<file path="src/design/wsd_pkg.sv">
`timescale 1ns / 1ps
// Shared types, codes and constants of the WebSocket frame deframer.
// No dependencies; the parser, queue, output stage, top and bench import it.
package wsd_pkg;

   // Default width of the payload length counter (range 16 to 63)
   localparam int unsigned LENGTH_BITS_DEFAULT = 63;

   // Entries in the queue between parser and output stage (power of two)
   localparam int unsigned QUEUE_DEPTH = 4;

   localparam logic [3:0] OPC_CONT  = 4'h0;
   localparam logic [3:0] OPC_CLOSE = 4'h8;

   localparam logic [6:0] LEN_CODE_16  = 7'd126;
   localparam logic [6:0] LEN_CODE_64  = 7'd127;
   localparam logic [6:0] CTRL_MAX_LEN = 7'd125;

   localparam logic [3:0] EXT_BYTES_16 = 4'd2;
   localparam logic [3:0] EXT_BYTES_64 = 4'd8;

   typedef enum logic [1:0] {
      KIND_PAYLOAD,
      KIND_EMPTY,
      KIND_ERROR
   } kind_type;

   typedef enum logic [2:0] {
      ERR_RSV,
      ERR_RESERVED_OPC,
      ERR_CTRL_LONG,
      ERR_CTRL_FRAG,
      ERR_STRAY_CONT,
      ERR_NEW_MID_MSG
   } err_code_type;

   typedef enum logic [2:0] {
      PH_HDR0,
      PH_HDR1,
      PH_EXT,
      PH_KEY,
      PH_PAY,
      PH_EXT_SKIP,
      PH_KEY_SKIP,
      PH_PAY_SKIP
   } phase_type;

   // One classified transaction on its way to the output stage
   typedef struct packed {
      kind_type     kind;
      logic [7:0]   data;
      logic [7:0]   key;
      logic [3:0]   opcode;
      logic         is_control;
      logic         frame_final;
      logic         frame_last;
      logic         message_end;
      err_code_type error_code;
   } work_type;

   typedef struct packed {
      logic     valid;
      work_type item;
   } queue_out_type;

   function automatic work_type make_item(kind_type kind, logic [7:0] data,
                                          logic [7:0] key, logic [3:0] opc,
                                          logic ctl, logic fin, logic last,
                                          logic mend, err_code_type err);
      work_type w;
      w.kind        = kind;
      w.data        = data;
      w.key         = key;
      w.opcode      = opc;
      w.is_control  = ctl;
      w.frame_final = fin;
      w.frame_last  = last;
      w.message_end = mend;
      w.error_code  = err;
      return w;
   endfunction

   function automatic work_type make_error(err_code_type err);
      return make_item(KIND_ERROR, 8'h00, 8'h00, 4'h0, 1'b0, 1'b0, 1'b0, 1'b0, err);
   endfunction

endpackage

</file>
<file path="src/design/wsd_req_if.sv">
`timescale 1ns / 1ps
// Received byte channel: valid/ready handshake carrying one stream byte.
// No dependencies.
interface wsd_req_if;
   logic       valid;
   logic       ready;
   logic [7:0] rx_byte;

   modport source (output valid, output rx_byte, input ready);
   modport sink   (input valid, input rx_byte, output ready);
endinterface

</file>
<file path="src/design/wsd_rsp_if.sv">
`timescale 1ns / 1ps
// Result channel: valid/ready handshake carrying one parser result.
// No dependencies.
interface wsd_rsp_if;
   logic       valid;
   logic       ready;
   logic [1:0] kind;
   logic [7:0] payload_byte;
   logic [3:0] opcode;
   logic       is_control;
   logic       frame_final;
   logic       frame_last;
   logic       message_end;
   logic [2:0] error_code;

   modport source (output valid, output kind, output payload_byte, output opcode,
                   output is_control, output frame_final, output frame_last,
                   output message_end, output error_code, input ready);
   modport sink   (input valid, input kind, input payload_byte, input opcode,
                   input is_control, input frame_final, input frame_last,
                   input message_end, input error_code, output ready);
endinterface

</file>
<file path="src/design/wsd_front.sv">
`timescale 1ns / 1ps
// Frame parser: header, extended length, masking key and payload sequencing.
// Depends on wsd_pkg; pushes classified transactions into wsd_queue.
module wsd_front #(
   parameter int unsigned LENGTH_BITS = wsd_pkg::LENGTH_BITS_DEFAULT
) (
   input  logic              clock,
   input  logic              reset,
   input  logic              in_valid,
   input  logic [7:0]        in_byte,
   input  logic              queue_ready,
   output logic              push,
   output wsd_pkg::work_type push_item
);
   import wsd_pkg::*;

   phase_type              phase_ff, phase_in;
   logic                   fin_ff, fin_in;
   logic [3:0]             fop_ff, fop_in;
   logic                   rsv_ff, rsv_in;
   logic                   mask_ff, mask_in;
   logic [3:0]             ext_left_ff, ext_left_in;
   logic [LENGTH_BITS-1:0] rem_ff, rem_in;
   logic [7:0]             key_ff [4];
   logic [7:0]             key_in [4];
   logic [1:0]             mphase_ff, mphase_in;
   logic                   infrag_ff, infrag_in;
   logic [3:0]             mop_ff, mop_in;

   logic                   acc;
   logic [6:0]             len7;
   logic                   ctl;
   logic                   reserved;
   logic                   hdr_err;
   err_code_type           hdr_code;
   logic                   frag_err;
   err_code_type           frag_code;
   logic                   long_len;
   logic                   ext_done;
   logic [LENGTH_BITS-1:0] rem_shift;
   logic [LENGTH_BITS-1:0] len7_ext;
   logic                   key_done;
   logic                   pay_last;
   logic                   skip;
   logic                   mend;
   logic [3:0]             mop_mid;
   logic                   infrag_mid;
   logic [7:0]             pay_key;

   assign acc       = in_valid & queue_ready;
   assign len7      = in_byte[6:0];
   assign ctl       = fop_ff[3];
   assign reserved  = fop_ff inside {[4'd3:4'd7], [4'd11:4'd15]};
   assign long_len  = (len7 == LEN_CODE_16) || (len7 == LEN_CODE_64);
   assign ext_done  = ext_left_ff <= 4'd1;
   assign rem_shift = {rem_ff[LENGTH_BITS-9:0], in_byte};
   assign len7_ext  = {{(LENGTH_BITS-7){1'b0}}, len7};
   assign key_done  = mphase_ff == 2'd3;
   assign pay_last  = rem_ff[LENGTH_BITS-1:1] == '0;
   assign skip      = (phase_ff == PH_EXT_SKIP) || (phase_ff == PH_KEY_SKIP)
                      || (phase_ff == PH_PAY_SKIP);
   assign mend      = !ctl && fin_ff;
   assign pay_key   = mask_ff ? key_ff[mphase_ff] : 8'h00;

   // Header checks, in priority order
   always_comb begin
      hdr_err  = 1'b1;
      hdr_code = ERR_RSV;
      if (rsv_ff) begin
         hdr_code = ERR_RSV;
      end else if (reserved) begin
         hdr_code = ERR_RESERVED_OPC;
      end else if (ctl && (len7 > CTRL_MAX_LEN)) begin
         hdr_code = ERR_CTRL_LONG;
      end else if (ctl && !fin_ff) begin
         hdr_code = ERR_CTRL_FRAG;
      end else begin
         hdr_err = 1'b0;
      end
   end

   always_comb begin
      frag_err  = 1'b0;
      frag_code = ERR_STRAY_CONT;
      if (!ctl && (fop_ff == OPC_CONT) && !infrag_ff) begin
         frag_err  = 1'b1;
         frag_code = ERR_STRAY_CONT;
      end else if (!ctl && (fop_ff != OPC_CONT) && infrag_ff) begin
         frag_err  = 1'b1;
         frag_code = ERR_NEW_MID_MSG;
      end
   end

   // Message state as it stands once a good header is taken
   always_comb begin
      mop_mid    = mop_ff;
      infrag_mid = infrag_ff;
      if (!ctl && (fop_ff != OPC_CONT) && !frag_err) begin
         mop_mid    = fop_ff;
         infrag_mid = !fin_ff;
      end
   end

   // Next phase
   always_comb begin
      phase_in = phase_ff;
      if (acc) begin
         case (phase_ff)
            PH_HDR0: begin
               phase_in = PH_HDR1;
            end
            PH_HDR1: begin
               if (hdr_err) begin
                  phase_in = PH_HDR0;
               end else if (long_len) begin
                  phase_in = frag_err ? PH_EXT_SKIP : PH_EXT;
               end else if (in_byte[7]) begin
                  phase_in = frag_err ? PH_KEY_SKIP : PH_KEY;
               end else if (len7 == 7'd0) begin
                  phase_in = PH_HDR0;
               end else begin
                  phase_in = frag_err ? PH_PAY_SKIP : PH_PAY;
               end
            end
            PH_EXT, PH_EXT_SKIP: begin
               if (ext_done) begin
                  if (mask_ff) begin
                     phase_in = skip ? PH_KEY_SKIP : PH_KEY;
                  end else if (rem_shift == '0) begin
                     phase_in = PH_HDR0;
                  end else begin
                     phase_in = skip ? PH_PAY_SKIP : PH_PAY;
                  end
               end
            end
            PH_KEY, PH_KEY_SKIP: begin
               if (key_done) begin
                  if (rem_ff == '0) begin
                     phase_in = PH_HDR0;
                  end else begin
                     phase_in = skip ? PH_PAY_SKIP : PH_PAY;
                  end
               end
            end
            PH_PAY, PH_PAY_SKIP: begin
               if (pay_last) begin
                  phase_in = PH_HDR0;
               end
            end
            default: begin
               phase_in = PH_HDR0;
            end
         endcase
      end
   end

   // Frame and message registers, and the transaction pushed to the queue
   always_comb begin
      fin_in      = fin_ff;
      fop_in      = fop_ff;
      rsv_in      = rsv_ff;
      mask_in     = mask_ff;
      ext_left_in = ext_left_ff;
      rem_in      = rem_ff;
      key_in      = key_ff;
      mphase_in   = mphase_ff;
      infrag_in   = infrag_ff;
      mop_in      = mop_ff;
      push        = 1'b0;
      push_item   = make_error(ERR_RSV);
      if (acc) begin
         case (phase_ff)
            PH_HDR0: begin
               fin_in = in_byte[7];
               rsv_in = |in_byte[6:4];
               fop_in = in_byte[3:0];
            end
            PH_HDR1: begin
               mask_in   = in_byte[7];
               mphase_in = 2'd0;
               rem_in    = long_len ? '0 : len7_ext;
               if (long_len) begin
                  ext_left_in = (len7 == LEN_CODE_16) ? EXT_BYTES_16 : EXT_BYTES_64;
               end
               if (hdr_err || frag_err) begin
                  push      = 1'b1;
                  push_item = make_error(hdr_err ? hdr_code : frag_code);
                  infrag_in = 1'b0;
                  mop_in    = OPC_CLOSE;
               end else if (!long_len && !in_byte[7] && (len7 == 7'd0)) begin
                  push      = 1'b1;
                  push_item = make_item(KIND_EMPTY, 8'h00, 8'h00, ctl ? fop_ff : mop_mid,
                                        ctl, fin_ff, 1'b1, mend, ERR_RSV);
                  infrag_in = mend ? 1'b0 : infrag_mid;
                  mop_in    = mend ? OPC_CLOSE : mop_mid;
               end else begin
                  infrag_in = infrag_mid;
                  mop_in    = mop_mid;
               end
            end
            PH_EXT, PH_EXT_SKIP: begin
               rem_in      = rem_shift;
               ext_left_in = ext_done ? 4'd0 : ext_left_ff - 4'd1;
               if (ext_done) begin
                  mphase_in = 2'd0;
                  if (!mask_ff && (rem_shift == '0) && !skip) begin
                     push      = 1'b1;
                     push_item = make_item(KIND_EMPTY, 8'h00, 8'h00,
                                           ctl ? fop_ff : mop_ff, ctl, fin_ff, 1'b1,
                                           mend, ERR_RSV);
                     if (mend) begin
                        infrag_in = 1'b0;
                        mop_in    = OPC_CLOSE;
                     end
                  end
               end
            end
            PH_KEY, PH_KEY_SKIP: begin
               key_in[mphase_ff] = in_byte;
               mphase_in         = mphase_ff + 2'd1;
               if (key_done && (rem_ff == '0) && !skip) begin
                  push      = 1'b1;
                  push_item = make_item(KIND_EMPTY, 8'h00, 8'h00, ctl ? fop_ff : mop_ff,
                                        ctl, fin_ff, 1'b1, mend, ERR_RSV);
                  if (mend) begin
                     infrag_in = 1'b0;
                     mop_in    = OPC_CLOSE;
                  end
               end
            end
            PH_PAY, PH_PAY_SKIP: begin
               mphase_in = mphase_ff + 2'd1;
               rem_in    = pay_last ? '0 : rem_ff - {{(LENGTH_BITS-1){1'b0}}, 1'b1};
               if (!skip) begin
                  push      = 1'b1;
                  push_item = make_item(KIND_PAYLOAD, in_byte, pay_key,
                                        ctl ? fop_ff : mop_ff, ctl, fin_ff, pay_last,
                                        pay_last && mend, ERR_RSV);
                  if (pay_last && mend) begin
                     infrag_in = 1'b0;
                     mop_in    = OPC_CLOSE;
                  end
               end
            end
            default: begin
               fin_in = fin_ff;
            end
         endcase
      end
   end

   always_ff @(posedge clock) begin
      if (reset) begin
         phase_ff    <= PH_HDR0;
         fin_ff      <= 1'b1;
         fop_ff      <= 4'h0;
         rsv_ff      <= 1'b0;
         mask_ff     <= 1'b0;
         ext_left_ff <= 4'd0;
         rem_ff      <= '0;
         key_ff      <= '{default: 8'h00};
         mphase_ff   <= 2'd0;
         infrag_ff   <= 1'b0;
         mop_ff      <= OPC_CLOSE;
      end else begin
         phase_ff    <= phase_in;
         fin_ff      <= fin_in;
         fop_ff      <= fop_in;
         rsv_ff      <= rsv_in;
         mask_ff     <= mask_in;
         ext_left_ff <= ext_left_in;
         rem_ff      <= rem_in;
         key_ff      <= key_in;
         mphase_ff   <= mphase_in;
         infrag_ff   <= infrag_in;
         mop_ff      <= mop_in;
      end
   end

endmodule

</file>
<file path="src/design/wsd_queue.sv">
`timescale 1ns / 1ps
// Short FIFO of classified transactions between parser and output stage.
// Depends on wsd_pkg.
module wsd_queue (
   input  logic                   clock,
   input  logic                   reset,
   input  logic                   push,
   input  wsd_pkg::work_type      push_item,
   output logic                   ready,
   input  logic                   pop,
   output wsd_pkg::queue_out_type q_out
);
   import wsd_pkg::*;

   localparam int unsigned PTR_W = $clog2(QUEUE_DEPTH);
   localparam int unsigned CNT_W = $clog2(QUEUE_DEPTH + 1);

   work_type         slot_ff [QUEUE_DEPTH];
   logic [PTR_W-1:0] wr_ptr_ff, wr_ptr_in;
   logic [PTR_W-1:0] rd_ptr_ff, rd_ptr_in;
   logic [CNT_W-1:0] count_ff, count_in;
   logic             do_pop;

   assign ready       = count_ff != CNT_W'(QUEUE_DEPTH);
   assign q_out.valid = count_ff != '0;
   assign q_out.item  = slot_ff[rd_ptr_ff];
   assign do_pop      = pop && q_out.valid;

   // Pointers wrap on their own since the depth is a power of two
   always_comb begin
      wr_ptr_in = push ? wr_ptr_ff + PTR_W'(1) : wr_ptr_ff;
      rd_ptr_in = do_pop ? rd_ptr_ff + PTR_W'(1) : rd_ptr_ff;
      count_in  = count_ff;
      if (push && !do_pop) begin
         count_in = count_ff + CNT_W'(1);
      end else if (!push && do_pop) begin
         count_in = count_ff - CNT_W'(1);
      end
   end

   always_ff @(posedge clock) begin
      if (push) begin
         slot_ff[wr_ptr_ff] <= push_item;
      end
   end

   always_ff @(posedge clock) begin
      if (reset) begin
         wr_ptr_ff <= '0;
         rd_ptr_ff <= '0;
         count_ff  <= '0;
      end else begin
         wr_ptr_ff <= wr_ptr_in;
         rd_ptr_ff <= rd_ptr_in;
         count_ff  <= count_in;
      end
   end

endmodule

</file>
<file path="src/design/wsd_back.sv">
`timescale 1ns / 1ps
// Output stage: unmasks payload bytes and holds the result register.
// Depends on wsd_pkg and wsd_rsp_if; drains wsd_queue.
module wsd_back (
   input  logic                   clock,
   input  logic                   reset,
   input  wsd_pkg::queue_out_type q_out,
   output logic                   pop,
   wsd_rsp_if.source              rsp_chan
);
   import wsd_pkg::*;

   logic         valid_ff, valid_in;
   kind_type     kind_ff;
   logic [7:0]   byte_ff, byte_in;
   logic [3:0]   opcode_ff;
   logic         ctl_ff;
   logic         final_ff;
   logic         last_ff;
   logic         mend_ff;
   err_code_type err_ff;

   assign pop     = q_out.valid && (!valid_ff || rsp_chan.ready);
   assign byte_in = (q_out.item.kind == KIND_PAYLOAD)
                    ? (q_out.item.data ^ q_out.item.key) : 8'h00;

   always_comb begin
      valid_in = valid_ff;
      if (pop) begin
         valid_in = 1'b1;
      end else if (rsp_chan.ready) begin
         valid_in = 1'b0;
      end
   end

   always_ff @(posedge clock) begin
      if (reset) begin
         valid_ff <= 1'b0;
      end else begin
         valid_ff <= valid_in;
      end
   end

   always_ff @(posedge clock) begin
      if (pop) begin
         kind_ff   <= q_out.item.kind;
         byte_ff   <= byte_in;
         opcode_ff <= q_out.item.opcode;
         ctl_ff    <= q_out.item.is_control;
         final_ff  <= q_out.item.frame_final;
         last_ff   <= q_out.item.frame_last;
         mend_ff   <= q_out.item.message_end;
         err_ff    <= q_out.item.error_code;
      end
   end

   assign rsp_chan.valid        = valid_ff;
   assign rsp_chan.kind         = kind_ff;
   assign rsp_chan.payload_byte = byte_ff;
   assign rsp_chan.opcode       = opcode_ff;
   assign rsp_chan.is_control   = ctl_ff;
   assign rsp_chan.frame_final  = final_ff;
   assign rsp_chan.frame_last   = last_ff;
   assign rsp_chan.message_end  = mend_ff;
   assign rsp_chan.error_code   = err_ff;

endmodule

</file>
<file path="src/design/websocket_frame_deframer_top.sv">
`timescale 1ns / 1ps
// WebSocket (RFC 6455) receive deframer. One stream byte is taken per clock on
// req_chan and at most one result leaves per byte on rsp_chan: an unmasked payload
// byte, an "empty frame ended" marker or a protocol error. Header, extended length
// and masking key bytes give no result unless they close an empty frame or the
// header fails a check. Each result passes the queue write and then the output
// register on its way to rsp_chan. The four-entry queue between parser and
// output stage lets the input keep streaming through short stalls on rsp_chan;
// req_chan.ready only drops once that queue is full. On an error the message
// state is cleared; a fragmentation error also swallows the rest of the
// offending frame silently. LENGTH_BITS sets the width of the payload length
// counter; longer extended lengths keep their low LENGTH_BITS bits. No
// reset-time initialisation pass.
// Depends on wsd_pkg, wsd_req_if, wsd_rsp_if, wsd_front, wsd_queue and wsd_back.
module websocket_frame_deframer_top #(
   parameter int unsigned LENGTH_BITS = wsd_pkg::LENGTH_BITS_DEFAULT
) (
   input  logic      clock,
   input  logic      reset,
   wsd_req_if.sink   req_chan,
   wsd_rsp_if.source rsp_chan
);
   import wsd_pkg::*;

   logic          queue_ready;
   logic          push;
   work_type      push_item;
   logic          pop;
   queue_out_type q_out;

   // A byte is taken whenever the queue has room for its possible result
   assign req_chan.ready = queue_ready;

   // Parser: walks header, length, key and payload, at most one transaction per byte
   wsd_front #(
      .LENGTH_BITS (LENGTH_BITS)
   ) u_front (
      .clock       (clock),
      .reset       (reset),
      .in_valid    (req_chan.valid),
      .in_byte     (req_chan.rx_byte),
      .queue_ready (queue_ready),
      .push        (push),
      .push_item   (push_item)
   );

   // Decoupling queue
   wsd_queue u_queue (
      .clock     (clock),
      .reset     (reset),
      .push      (push),
      .push_item (push_item),
      .ready     (queue_ready),
      .pop       (pop),
      .q_out     (q_out)
   );

   // Output stage: unmasking and result register
   wsd_back u_back (
      .clock    (clock),
      .reset    (reset),
      .q_out    (q_out),
      .pop      (pop),
      .rsp_chan (rsp_chan)
   );

endmodule

</file>
<file path="src/flat_wrapper.sv">
// flat-port wrapper written by rule: the top's interface ports become plain ports
module websocket_frame_deframer_top_flat import wsd_pkg::*;
#(
   parameter int unsigned LENGTH_BITS = wsd_pkg::LENGTH_BITS_DEFAULT
)
  (clock, reset, req_chan_valid, req_chan_rx_byte, req_chan_ready, rsp_chan_valid, rsp_chan_kind, rsp_chan_payload_byte, rsp_chan_opcode, rsp_chan_is_control, rsp_chan_frame_final, rsp_chan_frame_last, rsp_chan_message_end, rsp_chan_error_code, rsp_chan_ready);
  wsd_req_if req_chan_i ();
  wsd_rsp_if rsp_chan_i ();
  input  logic clock;
  input  logic reset;
  input wire logic [$bits(req_chan_i.valid)-1:0] req_chan_valid;
  input wire logic [$bits(req_chan_i.rx_byte)-1:0] req_chan_rx_byte;
  output wire logic [$bits(req_chan_i.ready)-1:0] req_chan_ready;
  output wire logic [$bits(rsp_chan_i.valid)-1:0] rsp_chan_valid;
  output wire logic [$bits(rsp_chan_i.kind)-1:0] rsp_chan_kind;
  output wire logic [$bits(rsp_chan_i.payload_byte)-1:0] rsp_chan_payload_byte;
  output wire logic [$bits(rsp_chan_i.opcode)-1:0] rsp_chan_opcode;
  output wire logic [$bits(rsp_chan_i.is_control)-1:0] rsp_chan_is_control;
  output wire logic [$bits(rsp_chan_i.frame_final)-1:0] rsp_chan_frame_final;
  output wire logic [$bits(rsp_chan_i.frame_last)-1:0] rsp_chan_frame_last;
  output wire logic [$bits(rsp_chan_i.message_end)-1:0] rsp_chan_message_end;
  output wire logic [$bits(rsp_chan_i.error_code)-1:0] rsp_chan_error_code;
  input wire logic [$bits(rsp_chan_i.ready)-1:0] rsp_chan_ready;
  assign req_chan_i.valid = req_chan_valid;
  assign req_chan_i.rx_byte = req_chan_rx_byte;
  assign req_chan_ready = req_chan_i.ready;
  assign rsp_chan_valid = rsp_chan_i.valid;
  assign rsp_chan_kind = rsp_chan_i.kind;
  assign rsp_chan_payload_byte = rsp_chan_i.payload_byte;
  assign rsp_chan_opcode = rsp_chan_i.opcode;
  assign rsp_chan_is_control = rsp_chan_i.is_control;
  assign rsp_chan_frame_final = rsp_chan_i.frame_final;
  assign rsp_chan_frame_last = rsp_chan_i.frame_last;
  assign rsp_chan_message_end = rsp_chan_i.message_end;
  assign rsp_chan_error_code = rsp_chan_i.error_code;
  assign rsp_chan_i.ready = rsp_chan_ready;
  websocket_frame_deframer_top #(.LENGTH_BITS(LENGTH_BITS)) u_core (.clock(clock), .reset(reset), .req_chan(req_chan_i), .rsp_chan(rsp_chan_i));
endmodule
</file>
<file path="config.mk">
export PLATFORM = sky130hd
export DESIGN_NAME = websocket_frame_deframer_top_flat
export DESIGN_NICKNAME = d
export VERILOG_FILES = /design/src/design/wsd_pkg.sv /design/src/design/wsd_req_if.sv /design/src/design/wsd_rsp_if.sv /design/src/design/wsd_front.sv /design/src/design/wsd_queue.sv /design/src/design/wsd_back.sv /design/src/design/websocket_frame_deframer_top.sv /design/src/flat_wrapper.sv
export SDC_FILE = /design/constraint.sdc
export NUM_CORES = 1
export LEC_CHECK = 0
export BUFFER_PORTS_ARGS = -buffer_cell sky130_fd_sc_hd__buf_2
export CAP_MARGIN = 15
export CORE_AREA = 2 2 133 200
export CTS_CLUSTER_SIZE = 12
export DETAILED_ROUTE_END_ITERATION = 6
export DIE_AREA = 0 0 135 202
export GPL_TIMING_DRIVEN = 0
export PLACE_DENSITY = 0.65
export SLEW_MARGIN = 20
export SYNTH_ARGS = -nofsm -noshare
export SYNTH_HDL_FRONTEND = slang
export SYNTH_SLANG_ARGS = --single-unit
</file>
<file path="constraint.sdc">
create_clock -name clock -period 6 [get_ports clock]
set_clock_uncertainty 0.1 [all_clocks]
set_input_delay 0.6 -clock clock [delete_from_list [all_inputs] [get_ports clock]]
set_output_delay 0.6 -clock clock [all_outputs]
set_load 0.03 [all_outputs]
</file>
======== Word level (Yosys, flattened, before mapping) ========
Memory sizes are Yosys's and may differ from the RTL's. A register that Yosys moved wholly into a read port is not among the register bits.
Cells that the tools add are included.
storage, ports and cells
  memories ................................ 1
  input port bits ......................... 12
  memory bits (writable) .................. 116
  register bits ........................... 145
  word-level logic and storage cells ...... 224
cells by class
  order comparisons ....................... 8
  mux-type cells .......................... 93
  add/subtract/negate cells ............... 7
  equal/unequal tests ..................... 19
  bitwise gates (word level) .............. 3
  reductions and logical operators ........ 67
memory list
  memory                  depth  width  rd ports  clocked after memory_dff  wr ports  line             text
  u_core.u_queue.slot_ff  4      29     1         1                         1         wsd_queue.sv:18  work_type slot_ff [QUEUE_DEPTH];
operator list
  cell                   count
  $mux 29                7
  $pmux 63 s3            1
  $logic_not 63->1       2
  $pmux 29 s4            1
  $mux 63                1
  $sub 63x1->63 const B  1
  $logic_not 62->1       1
  $mux 4                 15
  $mux 3                 16
  $bwmux 32              1
  $mux 8                 4
  $mux 1                 29
  $logic_and 1x1->1      22
  $mux 2                 9
  $bmux 8 s2             1
  $demux 8 s2            1
  $ne 2x2->1 const B     8
  $pmux 4 s4             1
  $pmux 3 s5             1
  $eq 7x7->1 const B     2
  $eq 3x3->1 const B     4
  $logic_not 1->1        11
  $reduce_bool 3->1      3
  $pmux 1 s4             2
  36 further kinds       53

======== Longest topological paths before layout ========
  depth in word-level cells ............... 14
  mapped depth ............................ 14
  gate-level depth less buffers ........... 13

======== Cells and area by module ========
From an unflattened synthesis, not the netlist that was laid out.
second synthesis, totals
  cell total of the unflattened synthesis .. 1,132
  area total of the unflattened synthesis .. 12,345.6 µm²
by module, submodules not included
  module     cells each  instances  area each (µm²)
  wsd_front  892         1          6,904.1
  wsd_queue  196         1          4,631.9
  wsd_back   44          1          809.5

======== Least setup slack after synthesis ========
Ideal clock, no wire load.
  path type ............................... reg-to-reg
  start point ............................. register u_core.u_front.rem_ff[33]
  end point ............................... register u_core.u_queue.count_ff[2]
  data arrival time ....................... 3,739 ps
  period minus slack after synthesis ...... 3,910 ps
  cell stages (with the launch flop) ...... 13
  setup slack ............................. 2,090 ps
  library setup time ...................... 70 ps
  path buffers ............................ 1
  data required time ...................... 5,830 ps
  cells stage by stage .................... dfxtp_1 > buf_6 > or4_1 > or3_4 > or4_1 > a2111o_1 > a31oi_4 > ha_1 > inv_1 > fa_1 > xor2_1 > or3_1 > a21oi_1
on the way
  word-level cells in the longest chain between the ends .. 10
  elaborated cells between the ends (all ways) .. 16
  classes of those cells .................. mux: 6; reduce/logical: 10
RTL lines
  item                             line                                text
  from (decl)                      wsd_front.sv:23                     logic [LENGTH_BITS-1:0] rem_ff, rem_in;
  from (signal assigned)           wsd_front.sv:272                    rem_ff <= rem_in;
  $logic_not 63->1                 wsd_front.sv:206                    if (!mask_ff && (rem_shift == '0) && !skip) begin
  $logic_and 1x1->1 (2 in series)  wsd_front.sv:206
  $mux 1                           wsd_front.sv:206
  $mux 1                           wsd_front.sv:204                    if (ext_done) begin
  $pmux 1 s4 *                     wsd_front.sv:172                    case (phase_ff)
  $mux 1 *                         wsd_front.sv:171                    if (acc) begin
  net u_core.push                  websocket_frame_deframer_top.sv:26  logic push;
  $logic_not 1->1                  wsd_queue.sv:36                     end else if (!push && do_pop) begin
  $logic_and 1x1->1                wsd_queue.sv:36
  $reduce_bool 2->1 (no line)      n/a
  to (signal assigned)             wsd_queue.sv:55                     count_ff <= count_in;
  to (decl)                        wsd_queue.sv:21                     logic [CNT_W-1:0] count_ff, count_in;
Mark *: on every way through the listed nets, which the timed path passes. The rest lies on a longest branch.
A chain may end at the register's enable or synchronous reset.

======== Worst setup path after layout ========
Same ends and word-level chain as after synthesis.

==> summary.txt <==
GRT
  – Global route total overflow: 0
  – Global routing usage summed across all routing layers: 24.1%
  – Via count of the first global-routing pass: 9639
  – Initial antenna violation count: 0
  – Global-route wire length before repair: 52.1 mm
  – Maximum number of pins on one net before global-route repair: 26

Timing
  – Slew headroom: 27.3%
  – Final setup violating endpoints: 0
  – Count of endpoints failing hold in the final timing report: 0
  – Total negative setup slack: 0 ns
  – Worst-margin pin slew: 1.08 ns
  – Worst Setup Slack, final: 1.73 ns
  – Number of pins exceeding their max-slew limit in the final report: 0
  – Fin crit share: 71.3%
  – Maximum clock rate: 0.234 GHz
  – Period minus WS final: 4.28 ns
  – Setup repair after global routing missed its margin: no

Setup path
  – Required time at the endpoint of the critical path: 6.36 ns
  – Nature of the critical path endpoint: flop
  – Startpoint types: flop
  – Setup CP Type: flop to flop
  – Maximum fanout count along the critical path: 9
  – Critical path data arrival time: 4.64 ns

Place
  – Detail Placement HPWL: 23.5 mm
  – Pre-CTS worst setup slack: 1.70 ns
  – Number of I/O port buffers: 27
  – RD Place Congestion: 0.908
  – Count of placed standard cells including taps: 1552

Die
  – Row count: 72
  – Die Outline Area: 27300 um2
  – Height of the die: 202 um
  – Boundary pin count: 35
  – Initial standard-cell utilization of the core: 49.1%
  – Floorplan core area: 25600 um2
  – Width of the die: 135 um

Route
  – DR pass1 iterations: 5
  – Detailed-route DRC error count: 0
  – Via count normalized by instance count: 6.11
  – Wire length per cell: 20.5 um
  – Drt first-iter violations: 647
  – Remaining number of nets flagged by the antenna check after routing: 0
  – Final wirelength: 32.8 mm
  – Number of vias in the routed layout: 9773

Logic synthesis
  – Post-synthesis cell count: 1187
  – Average cell area after synthesis: 10.6 um2
  – Async set-reset flop share out of synthesis: 0%
  – Sequential fraction of the synthesis area: 52.8%
  – Synthesis-stage register bit count: 263
  – Synth Cell Area: 12600 um2
  – Predominant post-synthesis flop cell: sky130_fd_sc_hd__edfxtp_1
  – Number of enable-type register cells in the synthesized netlist: 137
  – Yosys warnings: 0
  – Syn Nets: 1212
  – Unique cell type count in the Yosys netlist: 69

CTS
  – Number of H-tree levels: 1
  – Number of clock sinks: 263
  – Total of hold buffers inserted after clock tree synthesis: 0
  – Number of buffers on the longest clock path: 3
  – Number of resized instances in the post-cts repair step: 0
  – Root cell of the clock tree: sky130_fd_sc_hd__clkbuf_16
  – CTS buffer count: 26
  – Post-CTS Setup Inserts: 0
  – CTS tree: built
  – Insertion delay of the later-clocked pin in the worst-skew pair: 0.54 ns
  – Clock transition time at the flip-flop clock pins of the worst setup and hold paths: 0.06 ns

Power
  – Standby leakage power: 4.84 nW
  – Pwr/cell area: 383 nW/um2
  – Peak VDD IR: 0.291 mV

Final layout
  – Total number of nets in the final design: 1272
  – Final cell count without fillers: 1599
  – Fin util: 54.7%
  – Area Growth Syn to Fin: 11.5%
  – Number of diodes added for antenna fixing: 0
  – Fraction of layout instances using a drive strength above 1: 8.45%

Hold path
  – Path class of the lowest-slack min-delay path: input port to flop

Status
  – Outcome: finished clean

Run
  – # Max-Cap Violations: 0
## power breakdown
group          switching, mW  internal, mW  leakage, nW  total [mW]
registers             0.0791          2.06         2.33        2.14
logic                   1.11         0.623         2.14        1.73
clock network          0.670         0.825        0.365        1.49
total                   1.86          3.50         4.84        5.36
## cell usage in the layout, fill, tap and decap left out, types with 7 or more instances in the layout
cell,Yosys,layout
sky130_fd_sc_hd__a211oi_1,9,9
sky130_fd_sc_hd__a21oi_1,101,100
sky130_fd_sc_hd__a221oi_1,39,39
sky130_fd_sc_hd__a22oi_1,11,11
sky130_fd_sc_hd__a31oi_1,14,14
sky130_fd_sc_hd__and2_1,26,22
sky130_fd_sc_hd__and3_1,14,14
sky130_fd_sc_hd__buf_1,7,7
sky130_fd_sc_hd__buf_2,0,27
sky130_fd_sc_hd__clkbuf_1,80,96
sky130_fd_sc_hd__clkbuf_16,0,26
sky130_fd_sc_hd__dfxtp_1,126,126
sky130_fd_sc_hd__edfxtp_1,137,137
sky130_fd_sc_hd__ha_1,12,12
sky130_fd_sc_hd__inv_1,18,18
sky130_fd_sc_hd__mux4_2,29,29
sky130_fd_sc_hd__nand2_1,84,84
sky130_fd_sc_hd__nand2b_1,8,8
sky130_fd_sc_hd__nand3_1,60,60
sky130_fd_sc_hd__nand4_1,8,8
sky130_fd_sc_hd__nor2_1,70,70
sky130_fd_sc_hd__nor3_1,86,86
sky130_fd_sc_hd__nor4_1,27,27
sky130_fd_sc_hd__o21ai_0,14,14
sky130_fd_sc_hd__o21ai_1,14,14
sky130_fd_sc_hd__o22ai_1,11,11
sky130_fd_sc_hd__or3_1,9,9
sky130_fd_sc_hd__or4_1,13,13
sky130_fd_sc_hd__xnor2_1,53,53
sky130_fd_sc_hd__xor2_1,33,33
## cells in the mapped netlist (8+ instances only)
cell	n	share of area, %
sky130_fd_sc_hd__nand4_1	8	0.40
sky130_fd_sc_hd__edfxtp_1	137	33
sky130_fd_sc_hd__ha_1	12	1.2
sky130_fd_sc_hd__a221oi_1	39	2.7
sky130_fd_sc_hd__and3_1	14	0.70
sky130_fd_sc_hd__nor2_1	70	2.1
sky130_fd_sc_hd__and2_1	26	1.3
sky130_fd_sc_hd__nand2b_1	8	0.40
sky130_fd_sc_hd__nor3_1	86	3.4
sky130_fd_sc_hd__o21ai_1	14	0.56
sky130_fd_sc_hd__o22ai_1	11	0.55
sky130_fd_sc_hd__dfxtp_1	126	20
sky130_fd_sc_hd__or4_1	13	0.78
sky130_fd_sc_hd__mux4_2	29	5.2
sky130_fd_sc_hd__xnor2_1	53	3.7
sky130_fd_sc_hd__a31oi_1	14	0.70
sky130_fd_sc_hd__nand3_1	60	2.4
sky130_fd_sc_hd__nand2_1	84	2.5
sky130_fd_sc_hd__a22oi_1	11	0.66
sky130_fd_sc_hd__or3_1	9	0.45
sky130_fd_sc_hd__inv_1	18	0.54
sky130_fd_sc_hd__a21oi_1	101	4.0
sky130_fd_sc_hd__o21ai_0	14	0.56
sky130_fd_sc_hd__a211oi_1	9	0.54
sky130_fd_sc_hd__xor2_1	33	2.3
sky130_fd_sc_hd__nor4_1	27	1.3
sky130_fd_sc_hd__clkbuf_1	80	2.4
## critical path: stages (launching register included)
cell and delay [ns]:
sky130_fd_sc_hd__dfxtp_1 0.31, sky130_fd_sc_hd__buf_6 0.13, sky130_fd_sc_hd__or4_1 0.60, sky130_fd_sc_hd__or3_4 0.38
sky130_fd_sc_hd__or4_1 0.54, sky130_fd_sc_hd__a2111o_1 0.45, sky130_fd_sc_hd__a31oi_4 0.34, sky130_fd_sc_hd__ha_1 0.24
sky130_fd_sc_hd__inv_1 0.07, sky130_fd_sc_hd__fa_1 0.44, sky130_fd_sc_hd__xor2_1 0.16, sky130_fd_sc_hd__or3_1 0.30
sky130_fd_sc_hd__a21oi_1 0.14
## stage by stage
step / hold WS, ns / cell area, um2 / power, mW
final: 0.285 / 14000 / 5.36
after global routing: 0.296 / 14000 / 5.63
after CTS: 0.270 / 14000 / 5.38
after detailed placement: 0.348 / 13200 / 3.89
after global placement: 0.339 / 13100 / 3.85
after floorplan: 0.323 / 12600 / 3.45
## path summary, 6_finish.rpt
kind	from	cells past startpoint	to	slack, ns
setup / recovery	u_core.u_front.rem_ff[33]	12	u_core.u_queue.count_ff[2]	1.73
hold / removal	rsp_chan_ready	4	u_core.u_back.rsp_chan.valid	0.28
setup reg to reg	u_core.u_front.rem_ff[33]	12	u_core.u_queue.count_ff[2]	1.73
hold reg to reg	u_core.u_front.key_ff[29]	2	u_core.u_front.key_ff[29]	0.36
## flip-flops by register name, indices dropped and copies added (netlist names), 2 cells and up, named ones only
name,cells
u_core.u_queue.count_ff,3
u_core.u_back.rsp_chan.opcode,4
u_core.u_front.mop_ff,4
u_core.u_back.rsp_chan.error_code,3
u_core.u_back.rsp_chan.kind,2
u_core.u_queue.wr_ptr_ff,2
u_core.u_back.rsp_chan.payload_byte,8
u_core.u_front.ext_left_ff,4
u_core.u_queue.slot_ff,116
u_core.u_front.fop_ff,4
u_core.u_front.phase_ff,3
u_core.u_front.key_ff,32
u_core.u_front.mphase_ff,2
u_core.u_queue.rd_ptr_ff,2
u_core.u_front.rem_ff,63
## layer usage
layer	part of all wire (%)	GRT usage, %
met2	52	43.7
met5	0	0
met3	4.8	3.01
met1	38	27.6
met4	5.0	12.0
## cells by family after synthesis
logic type      after synthesis  share of synthesized area, %
compound gates              249                          13.0
xor+xnor                     86                          6.00
fa+ha+maj                    15                          1.51
buf+inv                     106                          3.23
flops                       263                          52.8
mux                          36                          5.77
simple gates                432                          17.6
## cell type report
cell class	instances	area, um2
buffer	88	338
clock buffer	44	729
clock inverter	3	26.3
fill	2304	11600
inverter	18	67.6
multi-input combinational	818	5540
sequential	263	6640
tap	333	417
timing repair buffer	32	253
No activity file was read; power rests on OpenSTA's default activity.
